<file path="src/rtl/core/deque_with_indexed_removal_defines.svh">
// assertion macros for the deque with indexed removal
// expects clk and rst_n in the scope where a macro is used
`ifndef DEQUE_WITH_INDEXED_REMOVAL_DEFINES_SVH
`define DEQUE_WITH_INDEXED_REMOVAL_DEFINES_SVH

`ifndef SYNTHESIS
`define DQIR_ASSERT(lbl, prop) \
    lbl: assert property (@(posedge clk) disable iff (!rst_n) prop) \
        else $error("dqir assertion failed");
`define DQIR_NEVER(lbl, expr) \
    lbl: assert property (@(posedge clk) disable iff (!rst_n) !(expr)) \
        else $error("dqir forbidden condition seen");
`else
`define DQIR_ASSERT(lbl, prop)
`define DQIR_NEVER(lbl, expr)
`endif

`endif

</file>
<file path="src/rtl/core/dqir_pkg.sv">
// types and constants of the deque with indexed removal
// no dependencies; imported by the top level
package dqir_pkg;

    localparam int DEPTH    = 16;   // power of two, slot arithmetic wraps by truncation
    localparam int DATA_W   = 32;
    localparam int SLOT_W   = $clog2(DEPTH);
    localparam int CNT_W    = $clog2(DEPTH + 1);
    localparam int CMD_W    = 3;
    localparam int POS_W    = 8;
    localparam int STATUS_W = 2;

    localparam int IN_FIELDS_W  = CMD_W + DATA_W + POS_W;
    localparam int IN_TDATA_W   = ((IN_FIELDS_W + 7) / 8) * 8;
    localparam int OUT_FIELDS_W = DATA_W + STATUS_W + CNT_W;
    localparam int OUT_TDATA_W  = ((OUT_FIELDS_W + 7) / 8) * 8;

    typedef enum logic [CMD_W-1:0] {
        CMD_PUSH_FRONT = 3'd0,
        CMD_PUSH_BACK  = 3'd1,
        CMD_POP_FRONT  = 3'd2,
        CMD_POP_BACK   = 3'd3,
        CMD_REMOVE_AT  = 3'd4
    } cmd_t;

    typedef enum logic [STATUS_W-1:0] {
        ST_OK    = 2'd0,
        ST_EMPTY = 2'd1,
        ST_FULL  = 2'd2
    } status_t;

    typedef enum logic [2:0] {
        S_IDLE,
        S_DECODE,
        S_READ_WAIT,
        S_MOVE,
        S_REPLY
    } state_t;

endpackage

</file>
<file path="src/rtl/core/deque_with_indexed_removal.sv">
// a command is registered when accepted and decoded in S_DECODE; a pop or a removal
// reads its target word in S_READ_WAIT, a removal then shifts later entries down in
// S_MOVE, and S_REPLY loads the result beat; a new command is taken only in S_IDLE;
// the entry store has one write and one read port, so closing the gap after a removal
// moves one entry per cycle; reset clears the front slot, the count and the handshake
// state; store contents stay unknown until written and only live entries are ever read
`include "deque_with_indexed_removal_defines.svh"

module deque_with_indexed_removal
    import dqir_pkg::*;
(
    input  logic                   clk,
    input  logic                   rst_n,
    input  logic                   s_axis_tvalid,
    output logic                   s_axis_tready,
    // command [2:0], data_in [34:3], position [42:35], zero padding above
    input  logic [IN_TDATA_W-1:0]  s_axis_tdata,
    output logic                   m_axis_tvalid,
    input  logic                   m_axis_tready,
    // data_out [31:0], status [33:32], occupancy_out [38:34], zero padding above
    output logic [OUT_TDATA_W-1:0] m_axis_tdata
);

    logic [DATA_W-1:0] entry_mem [DEPTH];

    state_t state_reg, state_next;

    logic [SLOT_W-1:0] front_reg, front_next;
    logic [CNT_W-1:0]  occupancy_reg, occupancy_next;
    logic              m_tvalid_reg, m_tvalid_next;

    logic [CMD_W-1:0]       cmd_reg;
    logic [DATA_W-1:0]      data_in_reg;
    logic [POS_W-1:0]       pos_reg;
    logic [SLOT_W-1:0]      idx_reg, idx_next;
    logic [DATA_W-1:0]      word_reg, word_next;
    status_t                status_reg, status_next;
    logic [OUT_TDATA_W-1:0] m_data_reg;

    logic              wr_en;
    logic [SLOT_W-1:0] wr_addr;
    logic [DATA_W-1:0] wr_data;
    logic              rd_en;
    logic [SLOT_W-1:0] rd_addr;
    logic [DATA_W-1:0] rd_data_reg;

    logic              in_beat;
    logic              out_free;
    logic              is_full;
    logic              is_empty;
    logic              decode_reads;
    logic [CNT_W-1:0]  next_src;
    logic              more_moves;

    assign in_beat  = s_axis_tvalid && s_axis_tready;
    assign out_free = !m_tvalid_reg || m_axis_tready;
    assign is_full  = (occupancy_reg == CNT_W'(DEPTH));
    assign is_empty = (occupancy_reg == '0);

    // pops and in-range removals need the target word from the store
    always_comb
    begin
        case (cmd_t'(cmd_reg))
            CMD_POP_FRONT, CMD_POP_BACK: decode_reads = !is_empty;
            CMD_REMOVE_AT:               decode_reads = (pos_reg < POS_W'(occupancy_reg));
            default:                     decode_reads = 1'b0;
        endcase
    end

    // logical index of the next entry to shift down
    assign next_src   = (state_reg == S_MOVE) ? CNT_W'(idx_reg) + CNT_W'(2)
                                              : CNT_W'(idx_reg) + CNT_W'(1);
    assign more_moves = (next_src < occupancy_reg);

    // next state
    always_comb
    begin
        state_next = state_reg;
        case (state_reg)
            S_IDLE:
            begin
                if (in_beat)
                    state_next = S_DECODE;
            end
            S_DECODE:
            begin
                state_next = decode_reads ? S_READ_WAIT : S_REPLY;
            end
            S_READ_WAIT:
            begin
                if (cmd_t'(cmd_reg) == CMD_REMOVE_AT && more_moves)
                    state_next = S_MOVE;
                else
                    state_next = S_REPLY;
            end
            S_MOVE:
            begin
                if (!more_moves)
                    state_next = S_REPLY;
            end
            S_REPLY:
            begin
                if (out_free)
                    state_next = S_IDLE;
            end
            default:
            begin
                state_next = S_IDLE;
            end
        endcase
    end

    // datapath and store access
    always_comb
    begin
        front_next     = front_reg;
        occupancy_next = occupancy_reg;
        idx_next       = idx_reg;
        word_next      = word_reg;
        status_next    = status_reg;
        m_tvalid_next  = m_tvalid_reg && !m_axis_tready;
        wr_en          = 1'b0;
        wr_addr        = front_reg;
        wr_data        = data_in_reg;
        rd_en          = 1'b0;
        rd_addr        = front_reg + next_src[SLOT_W-1:0];
        s_axis_tready  = 1'b0;

        case (state_reg)
            S_IDLE:
            begin
                s_axis_tready = 1'b1;
            end
            S_DECODE:
            begin
                word_next   = '0;
                status_next = ST_OK;
                case (cmd_t'(cmd_reg))
                    CMD_PUSH_FRONT:
                    begin
                        if (is_full)
                        begin
                            status_next = ST_FULL;
                        end
                        else
                        begin
                            wr_en          = 1'b1;
                            wr_addr        = front_reg - SLOT_W'(1);
                            front_next     = front_reg - SLOT_W'(1);
                            occupancy_next = occupancy_reg + CNT_W'(1);
                        end
                    end
                    CMD_PUSH_BACK:
                    begin
                        if (is_full)
                        begin
                            status_next = ST_FULL;
                        end
                        else
                        begin
                            wr_en          = 1'b1;
                            wr_addr        = front_reg + occupancy_reg[SLOT_W-1:0];
                            occupancy_next = occupancy_reg + CNT_W'(1);
                        end
                    end
                    CMD_POP_FRONT:
                    begin
                        if (is_empty)
                            status_next = ST_EMPTY;
                        else
                        begin
                            rd_en   = 1'b1;
                            rd_addr = front_reg;
                        end
                    end
                    CMD_POP_BACK:
                    begin
                        if (is_empty)
                            status_next = ST_EMPTY;
                        else
                        begin
                            rd_en   = 1'b1;
                            rd_addr = front_reg + occupancy_reg[SLOT_W-1:0] - SLOT_W'(1);
                        end
                    end
                    CMD_REMOVE_AT:
                    begin
                        if (!decode_reads)
                            status_next = ST_EMPTY;
                        else
                        begin
                            rd_en    = 1'b1;
                            rd_addr  = front_reg + pos_reg[SLOT_W-1:0];
                            idx_next = pos_reg[SLOT_W-1:0];
                        end
                    end
                    default:
                    begin
                        status_next = ST_EMPTY;
                    end
                endcase
            end
            S_READ_WAIT:
            begin
                word_next = rd_data_reg;
                case (cmd_t'(cmd_reg))
                    CMD_POP_FRONT:
                    begin
                        front_next     = front_reg + SLOT_W'(1);
                        occupancy_next = occupancy_reg - CNT_W'(1);
                    end
                    CMD_REMOVE_AT:
                    begin
                        // fetch the successor of the removed entry, if any
                        if (more_moves)
                            rd_en = 1'b1;
                        else
                            occupancy_next = occupancy_reg - CNT_W'(1);
                    end
                    default:
                    begin
                        occupancy_next = occupancy_reg - CNT_W'(1);
                    end
                endcase
            end
            S_MOVE:
            begin
                // write entry idx+1 into slot idx while idx+2, if any, is being read
                wr_en    = 1'b1;
                wr_addr  = front_reg + idx_reg;
                wr_data  = rd_data_reg;
                idx_next = idx_reg + SLOT_W'(1);
                if (more_moves)
                    rd_en = 1'b1;
                else
                    occupancy_next = occupancy_reg - CNT_W'(1);
            end
            S_REPLY:
            begin
                if (out_free)
                    m_tvalid_next = 1'b1;
            end
            default:
            begin
            end
        endcase
    end

    always_ff @(posedge clk or negedge rst_n)
    begin
        if (!rst_n)
        begin
            state_reg     <= S_IDLE;
            front_reg     <= '0;
            occupancy_reg <= '0;
            m_tvalid_reg  <= 1'b0;
        end
        else
        begin
            state_reg     <= state_next;
            front_reg     <= front_next;
            occupancy_reg <= occupancy_next;
            m_tvalid_reg  <= m_tvalid_next;
        end
    end

    always_ff @(posedge clk)
    begin
        if (in_beat)
        begin
            cmd_reg     <= s_axis_tdata[CMD_W-1:0];
            data_in_reg <= s_axis_tdata[CMD_W +: DATA_W];
            pos_reg     <= s_axis_tdata[CMD_W+DATA_W +: POS_W];
        end
        idx_reg    <= idx_next;
        word_reg   <= word_next;
        status_reg <= status_next;
        if (state_reg == S_REPLY && out_free)
            m_data_reg <= OUT_TDATA_W'({occupancy_reg, status_reg, word_reg});
    end

    // entry store: one write port, one registered read port
    always_ff @(posedge clk)
    begin
        if (wr_en)
            entry_mem[wr_addr] <= wr_data;
        if (rd_en)
            rd_data_reg <= entry_mem[rd_addr];
    end

    assign m_axis_tvalid = m_tvalid_reg;
    assign m_axis_tdata  = m_data_reg;

    `DQIR_NEVER(a_occupancy_range, occupancy_reg > CNT_W'(DEPTH))
    `DQIR_ASSERT(a_accept_starts_decode, in_beat |=> state_reg == S_DECODE)
    `DQIR_ASSERT(a_reply_loads_output,
        (state_reg == S_REPLY && out_free) |=> (m_tvalid_reg && state_reg == S_IDLE))
    `DQIR_NEVER(a_no_same_slot_access, wr_en && rd_en && wr_addr == rd_addr)

endmodule
</file>
<file path="config.mk">
export PLATFORM = sky130hd
export DESIGN_NAME = deque_with_indexed_removal
export DESIGN_NICKNAME = d
export VERILOG_FILES = /design/src/rtl/core/dqir_pkg.sv /design/src/rtl/core/deque_with_indexed_removal.sv
export VERILOG_INCLUDE_DIRS = /design/src /design/src/rtl/core
export SDC_FILE = /design/constraint.sdc
export NUM_CORES = 1
export LEC_CHECK = 0
export ABC_AREA = 1
export BUFFER_PORTS_ARGS = -buffer_cell sky130_fd_sc_hd__buf_2
export CORE_MARGIN = 2
export CORE_UTILIZATION = 45
export CTS_CLUSTER_SIZE = 30
export DETAILED_ROUTE_END_ITERATION = 7
export PLACE_DENSITY = 0.66
export SYNTH_ARGS = -nofsm -noshare
export SYNTH_HDL_FRONTEND = slang
export SYNTH_SLANG_ARGS = --single-unit
export TNS_END_PERCENT = 10
</file>
<file path="constraint.sdc">
create_clock -name clk -period 4.2 [get_ports clk]
set_clock_uncertainty 0.2 [all_clocks]
set_input_delay 0.42 -clock clk [delete_from_list [all_inputs] [get_ports clk]]
set_output_delay 0.42 -clock clk [all_outputs]
set_load 0.01 [all_outputs]
</file>
==> results.md <==
- Outcome: finished, final reports clean
- R2r worst-path depth: 15
- EDFF count, synth: 664
- Minimum clock period: 4.00 ns
- Area Growth Syn to Fin: 16.0%
- Worst R2R Start: state_reg[2]
- Share of the synthesized area in the top cell type: 0.675
- Global-route wire length before repair: about 110000 µm
- Worst EP required: 4.48 ns
- Port Buf Inserts: 87
- Post-synth top cells: 664 x edfxtp_1, 647 x nand2_1, 598 x nand3_1
- GPL Wtd Cong: 0.917
- Clock root buffer: clkbuf_16
- Boundary Pins: 94
- Slew headroom: 0.0313
- Post-CTS Resized: 0
- Core Region: 64700 µm²
- Leakage: roughly 14 nW
- Num Clock Sinks: 677
- Setup TNS: 0 ns
- Die width: 260 µm
- Routing usage on met2: 0.371
- Crit. End Element: register
- Pins Over Slew Limit: 0
- Diode count: 0
- Initial Utilization: 0.457
- Vias in the first global route: 19688
- Yosys warns: 0
- RR Endpoint: rd_data_reg[30]
- Final setup margin: 0.203 ns
- Wire per inst: 19.8 µm
- Syn_area_per_cell: 11.0 µm²
- Pwr Total: 28.6 mW
- Final ANT Viol Nets: 0
- Async S/R FF share, synth: 0.0192
- Slew @ Worst Pin: 1.45 ns
- Max cap viols: 0
- Cell Chain, Critical Path: inv_1 > nand2_4 > nor2_4 > inv_2 > or2_1 > nand2_1 > inv_2 > ha_1 > a21o_1 > a21oi_1 > xnor2_1 > nor2_1 > a21oi_2 > nand3_1 > nand2_1
- Slowest cell on crit path: a21oi_2
- Synth unique cells: 46
- Cts bufs inserted: 70
- Fin. Hold Viols: 0
- Biggest register: entry_mem
- H-tree lvl count: 3
- R2r setup slk: 0.20 ns
- Worst Path Arrival: 4.28 ns
- Synthesized cell area: 29600 µm²
- Register bit total from synthesis: 677
- Number of iterations in the first detailed-routing pass: 5
- Pwr Density: roughly 830 nW/µm²
- 1st-iter DRT viols: 2004
- Clk slew on worst S/H paths: 0.06 ns
- TritonCTS clock tree: yes
- Synth Flop Type: edfxtp_1
- Clk_lat worst skew: 0.63 ns
- Antenna violations before repair: 0
- Post-synthesis sequential area ratio: 0.686
- Bufs on Longest Clock Path: 3
- Syn nets: 2776
- Mapped Cells: 2692
- GRT Total Usage: 0.218
- Vias: 20149
- Crit Path Class: reg -> reg
- Crit-path max cell delay: 1.08 ns
- Post-DR vias/cell: 5.37
- Largest net degree at the start of global routing: 143
- Number of flip-flops in the largest register: 512
- Synth area leader: edfxtp_1
- Layout cell share with drive strength beyond 1: 0.114
- Nets@finish: about 2900
- Die Y: 260 µm
- Met1 usage in global routing: 0.283
- Final setup viols: 0
- GRT met3 Usage: 0.0309
- Area contributors post-synth: edfxtp_1 67%, nand3_1 10%, nand2_1 8.2%, inv_1 4.3%, buf_2 2.0%
- Final core utilization: 0.530
- Hold slack final: between 0.06 and 0.07 ns
- Fin crit share: 0.952
- DIE AREA: 67800 µm²
- HP Class: in -> async
- Row count: 93
- Fmax: 0.250 GHz
- Maximum net fanout on the critical path: 12
- DPL Wire Length: between 30000 and 40000 µm
- Worst setup SP type: register
- GRT Residual Overflow: 0
- GR peak layer: met2
- Pre-CTS WS: 0.208 ns
- Routed wire length: 74200 µm
- Count leader, synth: edfxtp_1
- Drt drc: 0
- Worst VDD drop: 0.00130 V
- Unrepaired setup endpoints after global routing: no
==> metal layers <==
metal | up-vias | wire, µm | part of all wire
met5 | - | 0 | 0
met4 | 0 | 2240 | 0.030
met3 | 157 | 5430 | 0.073
met2 | 798 | 36300 | 0.49
met1 | 9771 | 30200 | 0.41
li1 | 9423 | - | -
==> worst max-delay path: cells and delay by family, from the launching register on <==
kind                     cells  cell delay (ns)
XOR/XNOR                     1             0.22
AO/OA/AOI/OAI                3             1.41
adder cells (fa/ha/maj)      1             0.21
AND/OR/NAND/NOR              7             1.19
flip-flops                   1             0.39
buffers and inverters        3             0.25
==> worst max path at each step <==
stage                             from          endpoint  slack [ns]
after floorplan           front_reg[1]  entry_mem[12][0]        0.25
after global placement    state_reg[2]   rd_data_reg[23]        0.28
after detailed placement  state_reg[2]   rd_data_reg[16]        0.21
after CTS                 state_reg[2]   rd_data_reg[16]        0.19
after global routing      state_reg[2]    rd_data_reg[0]        0.06
final                     state_reg[2]   rd_data_reg[30]        0.20
==> layout make-up <==
cell class	instances	area [µm²]
fillers	5438	30400
flip-flops and latches	677	20300
multi-input cells	1518	7450
repair buffers	224	1850
clock buffers	84	1830
inverters	347	1310
well taps	855	1070
clock inverters	45	523
==> kinds of logic (layout without fill, tap and decap cells) <==
logic type                 Yosys count  in the layout  share of synthesized area
AOI/OAI and AO/OA                  110            111                     0.0216
xor gates and xnor gates            25             25                    0.00741
adders and majority gates           32             32                     0.0146
buffers and inverters              498            700                     0.0700
DFF                                677            677                      0.686
muxes                                1              1                   0.000339
other                                1              1                   0.000127
and+or+nand+nor                   1348           1348                      0.200
==> report_power, final <==
part	switching, mW	internal, mW
logic	8.91	3.96
clock network	2.61	3.75
registers	0.301	9.05
==> cells in the final DEF (no fill, tap or decap), types with 9 or more instances in the layout <==
cell type      count
edfxtp_1         664
nand2_1          645
nand3_1          597
inv_1            337
buf_2             87
clkbuf_16         71
buf_4             69
nor2_1            60
o21ai_0           47
dlygate4sd3_1     46
ha_1              28
a21oi_1           22
buf_12            22
nor2_4            21
clkinv_1          19
xor2_1            16
clkbuf_1          13
dfrtp_1           13
bufinv_16         10
inv_2              9
xnor2_1            9
==> what timing repair did <==
item,4_1_cts,5_1_grt
setup buffers,0,0
hold endpoints to repair,59,0
setup endpoints to repair,0,7
hold buffers,46,0
==> stage by stage <==
step / std cells / cell area, µm²
finish: 3750 / 34300
detailed placement: 3574 / 31500
global placement: 3574 / 31500
global route: 3750 / 34300
floorplan: 2692 / 29600
CTS: 3749 / 34300
No activity file was read; power rests on OpenSTA's default activity.
